`src/sv/lspd_pkg.sv`:
```
// ----------------------------------------------------------------------------
// lspd_pkg
// Shared constants, types and the CORDIC arctangent table for the lidar
// scan packet decoder.
// ----------------------------------------------------------------------------
`default_nettype none

package lspd_pkg;

	localparam int LSPD_CORR_TABLE_DEPTH = 1024;
	localparam int LSPD_ANGLE_FRAC_BITS  = 6;

	// configuration register reset values
	localparam logic [15:0] PACKET_HEADER_RST = 16'h55AA;
	localparam logic [15:0] INFO_HEADER_RST   = 16'hA55A;
	localparam logic [7:0]  INFO_SKIP_LEN_RST = 8'd25;

	// configuration register indexes
	localparam int CFG_IDX_W = 2;
	localparam logic [CFG_IDX_W-1:0] CFG_PACKET_HEADER = 2'd0;
	localparam logic [CFG_IDX_W-1:0] CFG_INFO_HEADER   = 2'd1;
	localparam logic [CFG_IDX_W-1:0] CFG_INFO_SKIP_LEN = 2'd2;

	// CORDIC arctangent in Q16 degrees
	localparam int CORDIC_IDX_W = 4;
	localparam int ATAN_W       = 22;
	localparam int Z_W          = 25;

	function automatic logic [ATAN_W-1:0] atan_deg_q16(input logic [CORDIC_IDX_W-1:0] i);
		logic [ATAN_W-1:0] v;
		case (i)
			4'd0:    v = 22'd2949120;
			4'd1:    v = 22'd1740967;
			4'd2:    v = 22'd919879;
			4'd3:    v = 22'd466945;
			4'd4:    v = 22'd234379;
			4'd5:    v = 22'd117304;
			4'd6:    v = 22'd58666;
			4'd7:    v = 22'd29335;
			4'd8:    v = 22'd14668;
			4'd9:    v = 22'd7334;
			4'd10:   v = 22'd3667;
			4'd11:   v = 22'd1833;
			4'd12:   v = 22'd917;
			4'd13:   v = 22'd458;
			4'd14:   v = 22'd229;
			4'd15:   v = 22'd115;
			default: v = '0;
		endcase
		return v;
	endfunction

	typedef struct packed {
		logic rx_open;
		logic ld_prev;
		logic ld_lsn;
		logic ld_fsa_lo;
		logic ld_fsa_hi;
		logic ld_lsa_lo;
		logic ld_lsa_hi;
		logic ld_dlo;
		logic ld_dist;
		logic clr_cnt;
		logic prep1;
		logic prep2;
		logic prep3;
		logic div_start;
		logic div_sel;     // 0: angle interpolation, 1: correction ratio
		logic ld_base;
		logic cordic_init;
		logic cordic_step;
		logic ld_total;
		logic wrap_step;
		logic ld_out;
	} lspd_cmd_t;

	typedef struct packed {
		logic       hdr_info;
		logic       hdr_pkt;
		logic [7:0] skip_rem;
		logic       lsn_zero;
		logic       last;
		logic       div_done;
		logic       cordic_last;
		logic       wrap_done;
		logic       out_free;
	} lspd_sts_t;

endpackage

`default_nettype wire

```
`src/sv/lidar_scan_packet_decoder.sv`:
```
// ----------------------------------------------------------------------------
// lidar_scan_packet_decoder
// Parses the lidar serial byte stream and emits one result per scan sample.
// ----------------------------------------------------------------------------
// Usage:
//   rx channel (rx_byte, rx_valid, rx_stall): one stream byte per transfer.
//   sample channel (distance_raw, angle_q6, angle_bin, sample_number,
//   last_in_packet, sample_valid, sample_stall): one result per sample.
//   cfg channel (cfg_index, cfg_data, cfg_valid, cfg_ready): header values
//   and info skip length; cfg_ready is always high. Write only while idle.
//   Header, info and first distance bytes never stall the sender. The second
//   distance byte starts the sample computation, during which rx_stall is
//   high: the prep steps, two divides on one shared radix-2 divider of
//   NUM_W = 31 + clog2(CORR_TABLE_DEPTH+1) bits, the CORDIC iterations,
//   the sum, the wrap steps into one turn and the result load.
//   The result sits in an output register; the parser keeps taking bytes
//   while it waits, and only the next result waits if it is still stalled.
//   Reset: registers go to their defaults and the parser hunts for a header.
// ----------------------------------------------------------------------------
`default_nettype none

module lidar_scan_packet_decoder import lspd_pkg::*; #(
	parameter int CORR_TABLE_DEPTH = LSPD_CORR_TABLE_DEPTH,
	parameter int ANGLE_FRAC_BITS  = LSPD_ANGLE_FRAC_BITS
) (
	input  wire logic                 clk,
	input  wire logic                 arst_n,
	input  wire logic [7:0]           rx_byte,
	input  wire logic                 rx_valid,
	output logic                      rx_stall,
	output logic [15:0]               distance_raw,
	output logic [14:0]               angle_q6,
	output logic [8:0]                angle_bin,
	output logic [7:0]                sample_number,
	output logic                      last_in_packet,
	output logic                      sample_valid,
	input  wire logic                 sample_stall,
	input  wire logic [CFG_IDX_W-1:0] cfg_index,
	input  wire logic [15:0]          cfg_data,
	input  wire logic                 cfg_valid,
	output logic                      cfg_ready
);

	logic [15:0] packet_header_q;
	logic [15:0] info_header_q;
	logic [7:0]  info_skip_len_q;
	lspd_cmd_t   cmd;
	lspd_sts_t   sts;

	assign cfg_ready = 1'b1;

	always_ff @(posedge clk or negedge arst_n) begin
		if (!arst_n) begin
			packet_header_q <= PACKET_HEADER_RST;
			info_header_q   <= INFO_HEADER_RST;
			info_skip_len_q <= INFO_SKIP_LEN_RST;
		end else if (cfg_valid && cfg_ready) begin
			case (cfg_index)
				CFG_PACKET_HEADER: packet_header_q <= cfg_data;
				CFG_INFO_HEADER:   info_header_q   <= cfg_data;
				CFG_INFO_SKIP_LEN: info_skip_len_q <= cfg_data[7:0];
				default: ;
			endcase
		end
	end

	lspd_ctrl u_ctrl (
		.clk     (clk),
		.arst_n  (arst_n),
		.rx_valid(rx_valid),
		.sts     (sts),
		.cmd     (cmd)
	);

	lspd_dp #(
		.CORR_TABLE_DEPTH(CORR_TABLE_DEPTH),
		.ANGLE_FRAC_BITS (ANGLE_FRAC_BITS)
	) u_dp (
		.clk           (clk),
		.arst_n        (arst_n),
		.cmd           (cmd),
		.sts           (sts),
		.rx_byte       (rx_byte),
		.packet_header (packet_header_q),
		.info_header   (info_header_q),
		.info_skip_len (info_skip_len_q),
		.sample_stall  (sample_stall),
		.sample_valid  (sample_valid),
		.distance_raw  (distance_raw),
		.angle_q6      (angle_q6),
		.angle_bin     (angle_bin),
		.sample_number (sample_number),
		.last_in_packet(last_in_packet)
	);

	assign rx_stall = !cmd.rx_open;

endmodule

`default_nettype wire

```
`src/sv/lspd_div.sv`:
```
// ----------------------------------------------------------------------------
// lspd_div
// Restoring unsigned divider, one quotient bit per cycle.
// ----------------------------------------------------------------------------
`default_nettype none

module lspd_div #(
	parameter int NUM_W = 42,
	parameter int DEN_W = 30
) (
	input  wire logic             clk,
	input  wire logic             arst_n,
	input  wire logic             start,
	input  wire logic [NUM_W-1:0] num,
	input  wire logic [DEN_W-1:0] den,
	output logic                  done,
	output logic      [NUM_W-1:0] quot
);

	localparam int CNT_W = $clog2(NUM_W + 1);

	logic             busy_q;
	logic             done_q;
	logic [CNT_W-1:0] cnt_q;
	logic [NUM_W-1:0] quo_q;
	logic [DEN_W-1:0] rem_q;
	logic [DEN_W-1:0] den_q;
	logic [DEN_W:0]   rem_sh;
	logic [DEN_W:0]   rem_sub;
	logic             ge;

	assign rem_sh  = {rem_q, quo_q[NUM_W-1]};
	assign rem_sub = rem_sh - {1'b0, den_q};
	assign ge      = ~rem_sub[DEN_W];

	always_ff @(posedge clk or negedge arst_n) begin
		if (!arst_n) begin
			busy_q <= 1'b0;
			done_q <= 1'b0;
			cnt_q  <= '0;
		end else begin
			done_q <= 1'b0;
			if (start) begin
				busy_q <= 1'b1;
				cnt_q  <= CNT_W'(NUM_W);
			end else if (busy_q) begin
				cnt_q <= cnt_q - 1'b1;
				if (cnt_q == CNT_W'(1)) begin
					busy_q <= 1'b0;
					done_q <= 1'b1;
				end
			end
		end
	end

	always_ff @(posedge clk) begin
		if (start) begin
			quo_q <= num;
			rem_q <= '0;
			den_q <= den;
		end else if (busy_q) begin
			rem_q <= ge ? rem_sub[DEN_W-1:0] : rem_sh[DEN_W-1:0];
			quo_q <= {quo_q[NUM_W-2:0], ge};
		end
	end

	assign done = done_q;
	assign quot = quo_q;

	a_no_restart: assert property (@(posedge clk) disable iff (!arst_n)
		start |-> !busy_q) else $error("divider started while busy");
	a_done_idle: assert property (@(posedge clk) disable iff (!arst_n)
		done_q |-> !busy_q) else $error("divider done while still busy");

endmodule

`default_nettype wire

```
`src/sv/lspd_dp.sv`:
```
// ----------------------------------------------------------------------------
// lspd_dp
// Datapath: packet fields, angle interpolation, triangulation correction by
// CORDIC, wrap into one turn and the result register.
// ----------------------------------------------------------------------------
`default_nettype none

module lspd_dp import lspd_pkg::*; #(
	parameter int CORR_TABLE_DEPTH = LSPD_CORR_TABLE_DEPTH,
	parameter int ANGLE_FRAC_BITS  = LSPD_ANGLE_FRAC_BITS
) (
	input  wire logic        clk,
	input  wire logic        arst_n,
	input  wire lspd_cmd_t   cmd,
	output lspd_sts_t        sts,
	input  wire logic [7:0]  rx_byte,
	input  wire logic [15:0] packet_header,
	input  wire logic [15:0] info_header,
	input  wire logic [7:0]  info_skip_len,
	input  wire logic        sample_stall,
	output logic             sample_valid,
	output logic [15:0]      distance_raw,
	output logic [14:0]      angle_q6,
	output logic [8:0]       angle_bin,
	output logic [7:0]       sample_number,
	output logic             last_in_packet
);

	localparam int FULL       = 360 << ANGLE_FRAC_BITS;
	localparam int RIGHT      = 90 << ANGLE_FRAC_BITS;
	localparam int DW         = $clog2(FULL + 32768);
	localparam int TW         = $clog2(32768 + FULL + RIGHT) + 2;
	localparam int QW         = $clog2(CORR_TABLE_DEPTH + 1);
	localparam int CW         = $clog2(CORR_TABLE_DEPTH) + 20;
	localparam int SH         = 16 - ANGLE_FRAC_BITS;
	localparam int ROUND_HALF = 1 << (SH - 1);
	localparam int NUM_W      = 31 + QW;
	localparam int DEN_W      = 30;
	localparam int PW         = DW + 8;

	// packet fields
	logic [7:0]  prev_q;
	logic [7:0]  lsn_q;
	logic [15:0] fsa_q;
	logic [15:0] lsa_q;
	logic [7:0]  dlo_q;
	logic [15:0] dist_q;
	logic [7:0]  cnt_q;
	logic        last_q;

	// preparation
	logic signed [20:0] t_q;
	logic [29:0]        b_q;
	logic [DW-1:0]      diff_q;
	logic               diff_neg_q;
	logic [7:0]         nm1_q;
	logic [7:0]         bden_q;
	logic               neg_q;
	logic [29:0]        a_q;
	logic [PW-1:0]      prod_q;
	logic               le_q;
	logic [NUM_W-1:0]   qnum_q;
	logic [DEN_W-1:0]   qden_q;
	logic signed [TW-1:0] base_q;

	// CORDIC
	logic signed [CW-1:0]  x_q;
	logic signed [CW-1:0]  y_q;
	logic signed [Z_W-1:0] z_q;
	logic [CORDIC_IDX_W-1:0] idx_q;

	logic signed [TW-1:0] total_q;
	logic                 ov_q;

	// combinational
	logic [15:0]          hdr;
	logic [19:0]          d10;
	logic signed [DW:0]   dr;
	logic signed [DW:0]   dfix;
	logic [20:0]          t_abs;
	logic [29:0]          p_sel;
	logic [29:0]          r_sel;
	logic                 a_le_b;
	logic [NUM_W-1:0]     dnum;
	logic [DEN_W-1:0]     dden;
	logic                 ddone;
	logic [NUM_W-1:0]     dquot;
	logic signed [CW-1:0] xs;
	logic signed [CW-1:0] ys;
	logic signed [CW-1:0] y_mag;
	logic signed [Z_W-1:0] at_s;
	logic signed [Z_W-1:0] zr;
	logic signed [Z_W-1:0] zr_mag;
	logic signed [Z_W-1:0] tr;
	logic signed [Z_W-1:0] mag;
	logic signed [Z_W-1:0] corr;
	logic signed [TW-1:0]  total_n;
	logic                  out_free;

	assign hdr = {prev_q, rx_byte};
	assign d10 = {4'b0, dist_q} * 20'd10;

	assign dr   = $signed((DW+1)'(lsa_q[15:1])) - $signed((DW+1)'(fsa_q[15:1]));
	assign dfix = dr[DW] ? dr + $signed((DW+1)'(FULL)) : dr;

	assign t_abs  = t_q[20] ? (~t_q + 1'b1) : t_q;
	assign a_le_b = a_q <= b_q;
	assign p_sel  = a_le_b ? a_q : b_q;
	assign r_sel  = a_le_b ? b_q : a_q;

	assign dnum = cmd.div_sel ? qnum_q : NUM_W'(prod_q);
	assign dden = cmd.div_sel ? qden_q : DEN_W'(bden_q);

	lspd_div #(
		.NUM_W(NUM_W),
		.DEN_W(DEN_W)
	) u_div (
		.clk   (clk),
		.arst_n(arst_n),
		.start (cmd.div_start),
		.num   (dnum),
		.den   (dden),
		.done  (ddone),
		.quot  (dquot)
	);

	// x never goes negative; y needs a symmetric shift
	assign xs    = x_q >>> idx_q;
	assign y_mag = -y_q;
	assign ys    = y_q[CW-1] ? -(y_mag >>> idx_q) : (y_q >>> idx_q);
	assign at_s  = $signed(Z_W'(atan_deg_q16(idx_q)));

	assign zr      = z_q + $signed(Z_W'(ROUND_HALF));
	assign zr_mag  = -zr;
	assign tr      = zr[Z_W-1] ? -(zr_mag >>> SH) : (zr >>> SH);
	assign mag     = le_q ? tr : $signed(Z_W'(RIGHT)) - tr;
	assign corr    = (dist_q == 16'd0) ? '0 : (neg_q ? -mag : mag);
	assign total_n = base_q + $signed(TW'(corr));

	assign out_free = !ov_q || !sample_stall;

	always_ff @(posedge clk or negedge arst_n) begin
		if (!arst_n) begin
			cnt_q  <= '0;
			last_q <= 1'b0;
			idx_q  <= '0;
			ov_q   <= 1'b0;
		end else begin
			if (cmd.clr_cnt) begin
				cnt_q <= '0;
			end else if (cmd.ld_dist) begin
				cnt_q  <= cnt_q + 1'b1;
				last_q <= ({1'b0, cnt_q} + 9'd1) >= {1'b0, lsn_q};
			end
			if (cmd.cordic_init) begin
				idx_q <= '0;
			end else if (cmd.cordic_step) begin
				idx_q <= idx_q + 1'b1;
			end
			if (cmd.ld_out) begin
				ov_q <= 1'b1;
			end else if (!sample_stall) begin
				ov_q <= 1'b0;
			end
		end
	end

	always_ff @(posedge clk) begin
		if (cmd.ld_prev)   prev_q       <= rx_byte;
		if (cmd.ld_lsn)    lsn_q        <= rx_byte;
		if (cmd.ld_fsa_lo) fsa_q[7:0]   <= rx_byte;
		if (cmd.ld_fsa_hi) fsa_q[15:8]  <= rx_byte;
		if (cmd.ld_lsa_lo) lsa_q[7:0]   <= rx_byte;
		if (cmd.ld_lsa_hi) lsa_q[15:8]  <= rx_byte;
		if (cmd.ld_dlo)    dlo_q        <= rx_byte;
		if (cmd.ld_dist)   dist_q       <= {rx_byte, dlo_q};
		if (cmd.prep1) begin
			t_q        <= 21'sd6212 - $signed({1'b0, d10});
			b_q        <= {14'b0, dist_q} * 30'd15530;
			// angle words past one turn can leave the span negative; keep sign
			// and magnitude so the divide truncates toward zero
			diff_neg_q <= dfix[DW];
			diff_q     <= dfix[DW] ? DW'(-dfix) : dfix[DW-1:0];
			nm1_q      <= cnt_q - 1'b1;
			bden_q     <= (lsn_q > 8'd1) ? lsn_q - 1'b1 : 8'd1;
		end
		if (cmd.prep2) begin
			neg_q  <= t_q[20];
			a_q    <= {9'b0, t_abs} * 30'd218;
			prod_q <= PW'(diff_q) * PW'(nm1_q);
		end
		if (cmd.prep3) begin
			le_q   <= a_le_b;
			qnum_q <= NUM_W'(p_sel) * NUM_W'(CORR_TABLE_DEPTH) + NUM_W'(r_sel >> 1);
			qden_q <= r_sel;
		end
		if (cmd.ld_base) begin
			base_q <= $signed(TW'(fsa_q[15:1])) +
				(diff_neg_q ? -$signed(TW'(dquot)) : $signed(TW'(dquot)));
		end
		if (cmd.cordic_init) begin
			x_q <= $signed(CW'(CORR_TABLE_DEPTH)) <<< 16;
			y_q <= $signed(CW'(dquot[QW-1:0])) <<< 16;
			z_q <= '0;
		end else if (cmd.cordic_step) begin
			if (!y_q[CW-1]) begin
				x_q <= x_q + ys;
				y_q <= y_q - xs;
				z_q <= z_q + at_s;
			end else begin
				x_q <= x_q - ys;
				y_q <= y_q + xs;
				z_q <= z_q - at_s;
			end
		end
		if (cmd.ld_total) begin
			total_q <= total_n;
		end else if (cmd.wrap_step) begin
			if (total_q[TW-1]) begin
				total_q <= total_q + $signed(TW'(FULL));
			end else begin
				total_q <= total_q - $signed(TW'(FULL));
			end
		end
		if (cmd.ld_out) begin
			distance_raw   <= dist_q;
			angle_q6       <= total_q[14:0];
			angle_bin      <= total_q[ANGLE_FRAC_BITS +: 9];
			sample_number  <= cnt_q;
			last_in_packet <= last_q;
		end
	end

	assign sample_valid = ov_q;

	always_comb begin
		sts             = '0;
		sts.hdr_info    = hdr == info_header;
		sts.hdr_pkt     = hdr == packet_header;
		sts.skip_rem    = (info_skip_len < 8'd2) ? 8'd0 : info_skip_len - 8'd2;
		sts.lsn_zero    = lsn_q == 8'd0;
		sts.last        = last_q;
		sts.div_done    = ddone;
		sts.cordic_last = idx_q == '1;
		sts.wrap_done   = !total_q[TW-1] && (total_q < $signed(TW'(FULL)));
		sts.out_free    = out_free;
	end

	a_no_overwrite: assert property (@(posedge clk) disable iff (!arst_n)
		cmd.ld_out |-> !(ov_q && sample_stall)) else $error("pending result overwritten");
	a_angle_wrapped: assert property (@(posedge clk) disable iff (!arst_n)
		cmd.ld_out |-> (!total_q[TW-1] && total_q < $signed(TW'(FULL))))
		else $error("angle not wrapped at result load");

endmodule

`default_nettype wire

```
`src/sv/lspd_ctrl.sv`:
```
// ----------------------------------------------------------------------------
// lspd_ctrl
// Controller: byte stream parser and per-sample compute sequencer.
// ----------------------------------------------------------------------------
`default_nettype none

module lspd_ctrl import lspd_pkg::*; (
	input  wire logic      clk,
	input  wire logic      arst_n,
	input  wire logic      rx_valid,
	input  wire lspd_sts_t sts,
	output lspd_cmd_t      cmd
);

	typedef enum logic [4:0] {
		ST_HUNT_EMPTY,
		ST_HUNT_HELD,
		ST_SKIP,
		ST_HEADER,
		ST_DIST_LO,
		ST_DIST_HI,
		ST_PREP1,
		ST_PREP2,
		ST_PREP3,
		ST_BDIV_GO,
		ST_BDIV_WAIT,
		ST_QDIV_GO,
		ST_QDIV_WAIT,
		ST_CORDIC,
		ST_TOTAL,
		ST_WRAP,
		ST_EMIT
	} state_t;

	// byte positions after the scan header
	localparam logic [7:0] HB_LSN    = 8'd1;
	localparam logic [7:0] HB_FSA_LO = 8'd2;
	localparam logic [7:0] HB_FSA_HI = 8'd3;
	localparam logic [7:0] HB_LSA_LO = 8'd4;
	localparam logic [7:0] HB_LSA_HI = 8'd5;
	localparam logic [7:0] HB_LAST   = 8'd7;

	state_t     state_q, state_d;
	logic [7:0] hb_q, hb_d;

	always_comb begin
		cmd     = '0;
		state_d = state_q;
		hb_d    = hb_q;
		case (state_q)
			ST_HUNT_EMPTY: begin
				cmd.rx_open = 1'b1;
				if (rx_valid) begin
					cmd.ld_prev = 1'b1;
					state_d     = ST_HUNT_HELD;
				end
			end
			ST_HUNT_HELD: begin
				cmd.rx_open = 1'b1;
				if (rx_valid) begin
					cmd.ld_prev = 1'b1;
					if (sts.hdr_info) begin
						hb_d    = sts.skip_rem;
						state_d = (sts.skip_rem == 8'd0) ? ST_HUNT_EMPTY : ST_SKIP;
					end else if (sts.hdr_pkt) begin
						hb_d    = '0;
						state_d = ST_HEADER;
					end
				end
			end
			ST_SKIP: begin
				cmd.rx_open = 1'b1;
				if (rx_valid) begin
					hb_d = hb_q - 1'b1;
					if (hb_q == 8'd1) state_d = ST_HUNT_EMPTY;
				end
			end
			ST_HEADER: begin
				cmd.rx_open = 1'b1;
				if (rx_valid) begin
					case (hb_q)
						HB_LSN:    cmd.ld_lsn    = 1'b1;
						HB_FSA_LO: cmd.ld_fsa_lo = 1'b1;
						HB_FSA_HI: cmd.ld_fsa_hi = 1'b1;
						HB_LSA_LO: cmd.ld_lsa_lo = 1'b1;
						HB_LSA_HI: cmd.ld_lsa_hi = 1'b1;
						default: ;
					endcase
					hb_d = hb_q + 1'b1;
					if (hb_q >= HB_LAST) begin
						cmd.clr_cnt = 1'b1;
						state_d     = sts.lsn_zero ? ST_HUNT_EMPTY : ST_DIST_LO;
					end
				end
			end
			ST_DIST_LO: begin
				cmd.rx_open = 1'b1;
				if (rx_valid) begin
					cmd.ld_dlo = 1'b1;
					state_d    = ST_DIST_HI;
				end
			end
			ST_DIST_HI: begin
				cmd.rx_open = 1'b1;
				if (rx_valid) begin
					cmd.ld_dist = 1'b1;
					state_d     = ST_PREP1;
				end
			end
			ST_PREP1: begin
				cmd.prep1 = 1'b1;
				state_d   = ST_PREP2;
			end
			ST_PREP2: begin
				cmd.prep2 = 1'b1;
				state_d   = ST_PREP3;
			end
			ST_PREP3: begin
				cmd.prep3 = 1'b1;
				state_d   = ST_BDIV_GO;
			end
			ST_BDIV_GO: begin
				cmd.div_start = 1'b1;
				state_d       = ST_BDIV_WAIT;
			end
			ST_BDIV_WAIT: begin
				if (sts.div_done) begin
					cmd.ld_base = 1'b1;
					state_d     = ST_QDIV_GO;
				end
			end
			ST_QDIV_GO: begin
				cmd.div_start = 1'b1;
				cmd.div_sel   = 1'b1;
				state_d       = ST_QDIV_WAIT;
			end
			ST_QDIV_WAIT: begin
				if (sts.div_done) begin
					cmd.cordic_init = 1'b1;
					state_d         = ST_CORDIC;
				end
			end
			ST_CORDIC: begin
				cmd.cordic_step = 1'b1;
				if (sts.cordic_last) state_d = ST_TOTAL;
			end
			ST_TOTAL: begin
				cmd.ld_total = 1'b1;
				state_d      = ST_WRAP;
			end
			ST_WRAP: begin
				if (sts.wrap_done) begin
					state_d = ST_EMIT;
				end else begin
					cmd.wrap_step = 1'b1;
				end
			end
			ST_EMIT: begin
				if (sts.out_free) begin
					cmd.ld_out = 1'b1;
					state_d    = sts.last ? ST_HUNT_EMPTY : ST_DIST_LO;
				end
			end
			default: state_d = ST_HUNT_EMPTY;
		endcase
	end

	always_ff @(posedge clk or negedge arst_n) begin
		if (!arst_n) begin
			state_q <= ST_HUNT_EMPTY;
			hb_q    <= '0;
		end else begin
			state_q <= state_d;
			hb_q    <= hb_d;
		end
	end

	a_done_in_wait: assert property (@(posedge clk) disable iff (!arst_n)
		sts.div_done |-> (state_q == ST_BDIV_WAIT || state_q == ST_QDIV_WAIT))
		else $error("divider result arrived outside a wait state");
	a_closed_while_busy: assert property (@(posedge clk) disable iff (!arst_n)
		cmd.ld_dist |=> !cmd.rx_open) else $error("input opened during sample compute");

endmodule

`default_nettype wire

```
`config.mk`:
```
export PLATFORM = sky130hd
export DESIGN_NAME = lidar_scan_packet_decoder
export DESIGN_NICKNAME = d
export VERILOG_FILES = /design/src/sv/lspd_pkg.sv /design/src/sv/lidar_scan_packet_decoder.sv /design/src/sv/lspd_div.sv /design/src/sv/lspd_dp.sv /design/src/sv/lspd_ctrl.sv
export SDC_FILE = /design/constraint.sdc
export NUM_CORES = 2
export LEC_CHECK = 0
export BUFFER_PORTS_ARGS = -buffer_cell sky130_fd_sc_hd__buf_2
export CAP_MARGIN = 20
export CORE_MARGIN = 5
export CORE_UTILIZATION = 59
export CTS_CLUSTER_DIAMETER = 60
export DETAILED_ROUTE_END_ITERATION = 12
export GPL_TIMING_DRIVEN = 0
export PLACE_DENSITY_LB_ADDON = 0.15
export SETUP_SLACK_MARGIN = 0.5
export SLEW_MARGIN = 40
export SYNTH_ARGS = -nofsm -noshare
export SYNTH_HDL_FRONTEND = slang
export SYNTH_HIERARCHICAL = 1
export SYNTH_SLANG_ARGS = --single-unit
export TNS_END_PERCENT = 10
```
`constraint.sdc`:
```
create_clock -name clk -period 6.7 [get_ports clk]
set_input_delay 0.335 -clock clk [delete_from_list [all_inputs] [get_ports clk]]
set_output_delay 0.335 -clock clk [all_outputs]
set_load 0.02 [all_outputs]
```
Word level (Yosys, flattened, before mapping):

Memories as Yosys holds them, arrays and structs flattened.
Cells that the tools add are included.

* input port bits: 31
* memory bits (read-only): 352
* output and inout port bits: 52
* flip-flop bits (word level): 628
* word-level logic and storage cells: 258
* memories: 1

* add/sub/neg operators: 34
* bitwise logic cells: 3
* shift operators: 3
* $lt $le $gt $ge: 6
* $mul: 4
* multiplexer cells: 93
* reductions and logical operators: 25
* equal/unequal tests: 42

Memories
* (name not given): depth 16, width 22, read ports 1, clocked after Yosys merged registers in 0, write ports 0, RTL line lspd_pkg.sv:31 `case (i)`

Operators with widths (number)
* $mux W30: 6
* $mux W18: 8
* $mux W42: 3
* $sshr A30 B4 Y30: 3
* $mux W5: 17
* $pmux W5 S17: 1
* $mux W8: 9
* $add A30 B30 Y30: 2
* $neg A30 Y30: 2
* $sub A30 B30 Y30: 2
* $mux W27: 2
* $add A40 B29 Y41: 1
* $eq A5 B4 Y1 const B: 8
* $neg A18 Y18: 2
* $mux W1: 35
* $eq A16 B16 Y1: 2
* $sub A31 B30 Y31: 1
* $le A29 B30 Y1: 1
* $mul A16 B13 Y29 const B: 1
* $mul A21 B7 Y28 const B: 1
* $add A25 B11 Y25 const B: 1
* $add A25 B23 Y25: 1
* $mux W25: 1
* $neg A25 Y25: 1
* other kinds (63): 99

Longest topological paths before layout:

* depth in word-level cells: 11
* gate-level depth with buffers: 36
* mapped depth without buffers: 33

Cells and area by module:

Netlist, hierarchy kept.

Modules (own cells, without submodules)
* lspd_dp: sequential area each 12341.8 µm², area each 47106.4 µm², cells each 5275, times used 1
* lspd_div: sequential area each 2962.8 µm², area each 6049.6 µm², cells each 563, times used 1
* lidar_scan_packet_decoder: sequential area each 1024.7 µm², area each 1550.2 µm², cells each 88, times used 1
* lspd_ctrl: sequential area each 325.3 µm², area each 1350.0 µm², cells each 180, times used 1

Worst setup path before layout:

No wires, ideal clock.

* path type: reg2reg
* from: register u_dp.y_q[1]
* to: register u_dp.x_q[29]
* path buffers: 1
* stages on the path, launching flop included: 34
* arrival time: 7.232 ns
* period minus slack after synthesis: 7.360 ns
* path slack: -0.660 ns
* data required time: 6.571 ns
* library setup time: 0.129 ns
* cell sequence: dfxtp_1 > inv_1 > ha_1 > or3b_2 > buf_2 > nor4_4 > mux2i_1 > or4_1 > and2_1 > or2_1 > ha_1 > inv_1 > a2111oi_2 > xnor2_1 > nor3b_1 > o21ai_0 > a211oi_1 > a21oi_1 > nor3_1 > a21oi_1 > ha_1 > nand2_1 > a2111oi_0 > a211oi_1 > a2111oi_0 > or3_1 > nand2_1 > o211ai_1 > nand3_1 > nand3_1 > o41ai_1 > nor3_1 > a311oi_1 > nand4_1

* cells in the longest elaborated chain, start to end: 6
* elaborated cells on any way between the ends: 8
* classes of those cells: add/sub: 4; shift: 2; mux: 2

Ends and longest elaborated chain
* from (decl): RTL line lspd_dp.sv:68 `logic signed [CW-1:0] y_q;`
* from (signal assigned): RTL line lspd_dp.sv:203 `y_q <= $signed(CW'(dquot[QW-1:0])) <<< 16;`
* from (signal assigned): RTL line lspd_dp.sv:208 `y_q <= y_q - xs;`
* from (signal assigned): RTL line lspd_dp.sv:212 `y_q <= y_q + xs;`
* $neg A30 Y30: RTL line lspd_dp.sv:129 `assign y_mag = -y_q;`
* $sshr A30 B4 Y30: RTL line lspd_dp.sv:130 `assign ys = y_q[CW-1] ? -(y_mag >>> idx_q) : (y_q >>> idx_q);`
* $neg A30 Y30: RTL line lspd_dp.sv:130
* $mux W30 *: RTL line lspd_dp.sv:130
* $add A30 B30 Y30 or $sub A30 B30 Y30 (tied branches): RTL line lspd_dp.sv:207, lspd_dp.sv:211
* $mux W30 *: RTL line lspd_dp.sv:206 `if (!y_q[CW-1]) begin`
* to (signal assigned): RTL line lspd_dp.sv:202 `x_q <= $signed(CW'(CORR_TABLE_DEPTH)) <<< 16;`
* to (signal assigned): RTL line lspd_dp.sv:207 `x_q <= x_q + ys;`
* to (signal assigned): RTL line lspd_dp.sv:211 `x_q <= x_q - ys;`
* to (decl): RTL line lspd_dp.sv:67 `logic signed [CW-1:0] x_q;`

Every way passes the cells marked *; elsewhere a longest branch is shown, timed or not.
A chain may end at the register's enable or synchronous reset.

Final worst setup path:

* from: register u_dp.y_q[17]
* to: register u_dp.x_q[29]

The elaborated chain is that of the path after synthesis.

==> impl_metrics.yaml <==
critical_path:
  cp-startpoint: "u_dp/y_q[17]"
  start_kind: "register"
  path_max_fanout: 10
  cp.required_ns: 7.24
  path_class: "reg2reg"
  r2r_start: "u_dp/y_q[17]"
  critPathArrivalTime_ns: 7.87
  endpoint_kind: "register"
power_and_ir_drop:
  powerDensity_mw_per_mm2: 126
  internal_power_mw: 6.45
  switchingPower_mw: 1.89
  p_clk_share_pct: 49.4
  sw_frac_of_total_pct: 22.7
  p_comb_share_pct: 2.2
  leakage_nw: 27.4
  peakVddDrop_uv: 287
  p_seq_share_pct: 48.4
  total_power_mw: 8.34
sta:
  slew_headroom_pct: 35.0
  rsz0062_at_grt: "yes"
  setup_violations: 9
  timing.final.crit_share_pct: 109
  setup_ws_ns: -0.635
  slew_violations: 0
  worst_pin_slew_ns: 0.965
  hold_viol: 0
  fin_tns_setup_ns: -2.71
  min_period_ns: 7.33
  fin_skew_ns: 0.0610
  maxClockFrequency_mhz: 136
global_route:
  use_met1_pct: 47.8
  grt_max_degree: 54
  grt_pass1_vias: 47400
  antenna_found_initial: 6
  grt_overflow_total: 0
  busiest_layer: "met2"
  grt_pass1_wl_um: 280000
  grtUsageTotal_pct: 35.2
  use_met3_pct: 6.90
  use_met2_pct: 54.6
final_layout:
  fillCellCount: 7216
  regArea_mm2: 0.0167
  multi_input_area_mm2: 0.0391
  drive_gt1_share_pct: 19.2
  design_area_mm2: 0.0660
  fin_nets: 7185
  area_growth_syn_to_layout_pct: 17.8
routing:
  remaining_drc_errors: 0
  vias: 49900
  first_pass_iters: 6
  routed_wl_um: 188000
  drt_iter0_markers: 5709
  wl_per_cell_um: 24.0
  ant_nets: 0
  viasPerCell: 6.38
yosys:
  synth-seq-cells: 601
  synth-edff-count: 422
  synth_area_per_cell_um2: 9.18
  syn-cell-area_mm2: 0.0561
  ys.warnings.count: 6
  synth_cell_type_count: 119
  synth_flop_cell: "edfxtp_1"
  synthCells: 6106
  ys_seq_area_share_pct: 29.7
  async_reset_ff_share_pct: 12.5
clocking:
  clock_latency_ns: 0.68
  cts_buffer_depth: 3
  numCtsBuffers: 77
  clockRootBuffer: "clkbuf_16"
  cts_tree: "yes"
  clk_pin_slew_worst_paths_ns: 0.06
  cts_max_level: 3
  cts_sinks: 601
floorplan:
  initial_core_util_pct: 59.3
  core_area_mm2: 0.0946
  fp-row-count: 113
  die_w_um: 318
  io_pins: 83
  die-area_mm2: 0.101
  die_h_um: 318
run:
  maxCapViolCount: 0
hold_path:
  hp-start: "rx_byte[0]"
  hp-class: "in2reg"
run_status:
  violations: "setup timing"
  outcome: "finished, violations left"
placement:
  placed_area_mm2: 0.0586
  globalplace.congestion: 1.07
  port_buffers: 81
  preCtsSetupSlack_ns: -2.95
  dpl.hpwl_um: 142000
-- logic make-up after synthesis --
family                     synth area share [%]
and+or+nand+nor                            17.5
AOI/OAI and AO/OA                          15.4
buffers and inverters                      5.49
adders and majority gates                  17.7
DFF                                        29.7
xor gates and xnor gates                   7.98
muxes                                      6.21
other                                    0.0134
-- synthesized netlist by cell type, types with 146 or more instances --
cell | n | share of area (%)
a21oi_1 | 322 | 2.9
and2_1 | 171 | 1.9
clkbuf_1 | 178 | 1.2
edfxtp_1 | 422 | 23
fa_1 | 217 | 7.7
ha_1 | 447 | 10
inv_1 | 507 | 3.4
nand2_1 | 507 | 3.4
nand3_1 | 146 | 1.3
nor2_1 | 478 | 3.2
o21ai_0 | 288 | 2.6
xnor2_1 | 383 | 6.0
-- power by group through the flow --
| stage | Clock (mW) | Sequential [mW] | Combinational (mW) |
|---|---|---|---|
| final | 4.12 | 4.04 | 0.184 |
| after global routing | 4.35 | 4.04 | 0.197 |
| after CTS | 4.18 | 4.04 | 0.181 |
| after detailed placement | 0 | 4.11 | 0.170 |
| after global placement | 0 | 4.11 | 0.164 |
| after floorplan | 0 | 4.10 | 0.112 |
-- through the flow --
| stage | hold slack [ns] | std cells | util (%) |
|---|---|---|---|
| final | 0.0868 | 7823 | 69.8 |
| after global routing | 0.0640 | 7820 | 69.8 |
| after CTS | 0.0543 | 7740 | 67.7 |
| after detailed placement | 0.240 | 7485 | 62.0 |
| after global placement | 0.401 | 7453 | 61.4 |
| after floorplan | 0.0394 | 6107 | - |
-- final timing paths --
check                                      end  slack, ns  depth (start not counted)
max reg2reg                       u_dp/x_q[29]      -0.63                         26
min in group asynchronous  u_dp/u_div/cnt_q[3]       0.12                          2
min                              u_dp/lsa_q[8]       0.09                          1
max in group asynchronous   packet_header_q[7]       5.89                          3
min reg2reg                     u_dp/dist_q[1]       0.42                          0
max                               u_dp/x_q[29]      -0.63                         26
-- state kept, by name, indices dropped and copies added (netlist names), 25 cells and up --
name	count
u_dp/b_q	29
u_dp/z_q	25
u_dp/x_q	30
u_dp/qnum_q	41
u_dp/u_div/den_q	30
u_dp/a_q	27
u_dp/y_q	30
u_dp/u_div/rem_q	30
u_dp/u_div/quot	42
-- worst max-delay path, stage by stage, from the launching register on --
cell and delay (ns):
edfxtp_1 0.50, or4_4 0.59, buf_8 0.16, or2_1 0.22, buf_4 0.16, or3_4 0.34, xor2_2 0.18, mux4_2 0.63
nand2b_1 0.23, a21boi_2 0.24, a32oi_4 0.22, or4_4 0.50, a31oi_4 0.24, nor4b_4 0.33, nand3_1 0.15, xnor2_1 0.15
mux2i_1 0.33, ha_1 0.36, nor2b_1 0.17, a31oi_1 0.22, o211ai_1 0.17, nand3_1 0.12, nand3_2 0.11, o41ai_4 0.36
nor3_2 0.06, a311oi_1 0.30, nand4_1 0.13
-- repair_timing --
action                                  CTS  global route
pin swaps                               120           170
endpoints found under the setup margin  119            79
setup buffers                            93            80
gates resized for setup                 531           367
hold buffers                             18             0
endpoints found under the hold margin    97             0
-- layout by cell type, fill, tap and decap left out, types with 42 or more instances in the layout --
master / n
xor2_1: 111
buf_4: 213
ha_1: 422
dfxtp_1: 89
o21a_1: 42
mux2_2: 131
o21ai_0: 224
nand2_1: 493
nor2_1: 460
or3_1: 48
nor3_1: 119
dfrtp_1: 54
a31oi_1: 59
nand3_1: 142
and2_1: 168
clkbuf_2: 44
a21oi_1: 271
nand2b_1: 56
buf_2: 118
nand4_1: 62
edfxtp_1: 422
clkbuf_16: 81
nor2b_1: 52
inv_1: 498
o21ai_1: 47
o211ai_1: 45
o21bai_1: 52
a21o_1: 69
clkbuf_1: 98
mux2i_1: 107
fa_1: 213
a21oi_2: 49
xnor2_1: 358
and3_1: 61
-- final cells by class --
cell class / instances / share of cell area [%]
repair buffers: 304 / 3.52
diodes: 3 / 0.0114
multi-input cells: 4723 / 59.3
well taps: 1265 / 2.40
clock buffers: 97 / 3.06
clock inverters: 47 / 0.775
plain buffers: 273 / 2.77
inverters: 510 / 2.91
flip-flops and latches: 601 / 25.3
-- routing by layer --
metal / routed length [um] / part of all wire (%) / vias to the layer above
li1: - / - / 22600
met2: 83100 / 44 / 2511
met3: 17600 / 9.4 / 559
met1: 76400 / 41 / 24200
met5: 20 / 0.011 / -
met4: 10800 / 5.7 / 2
(Power assumes the default switching activity.)
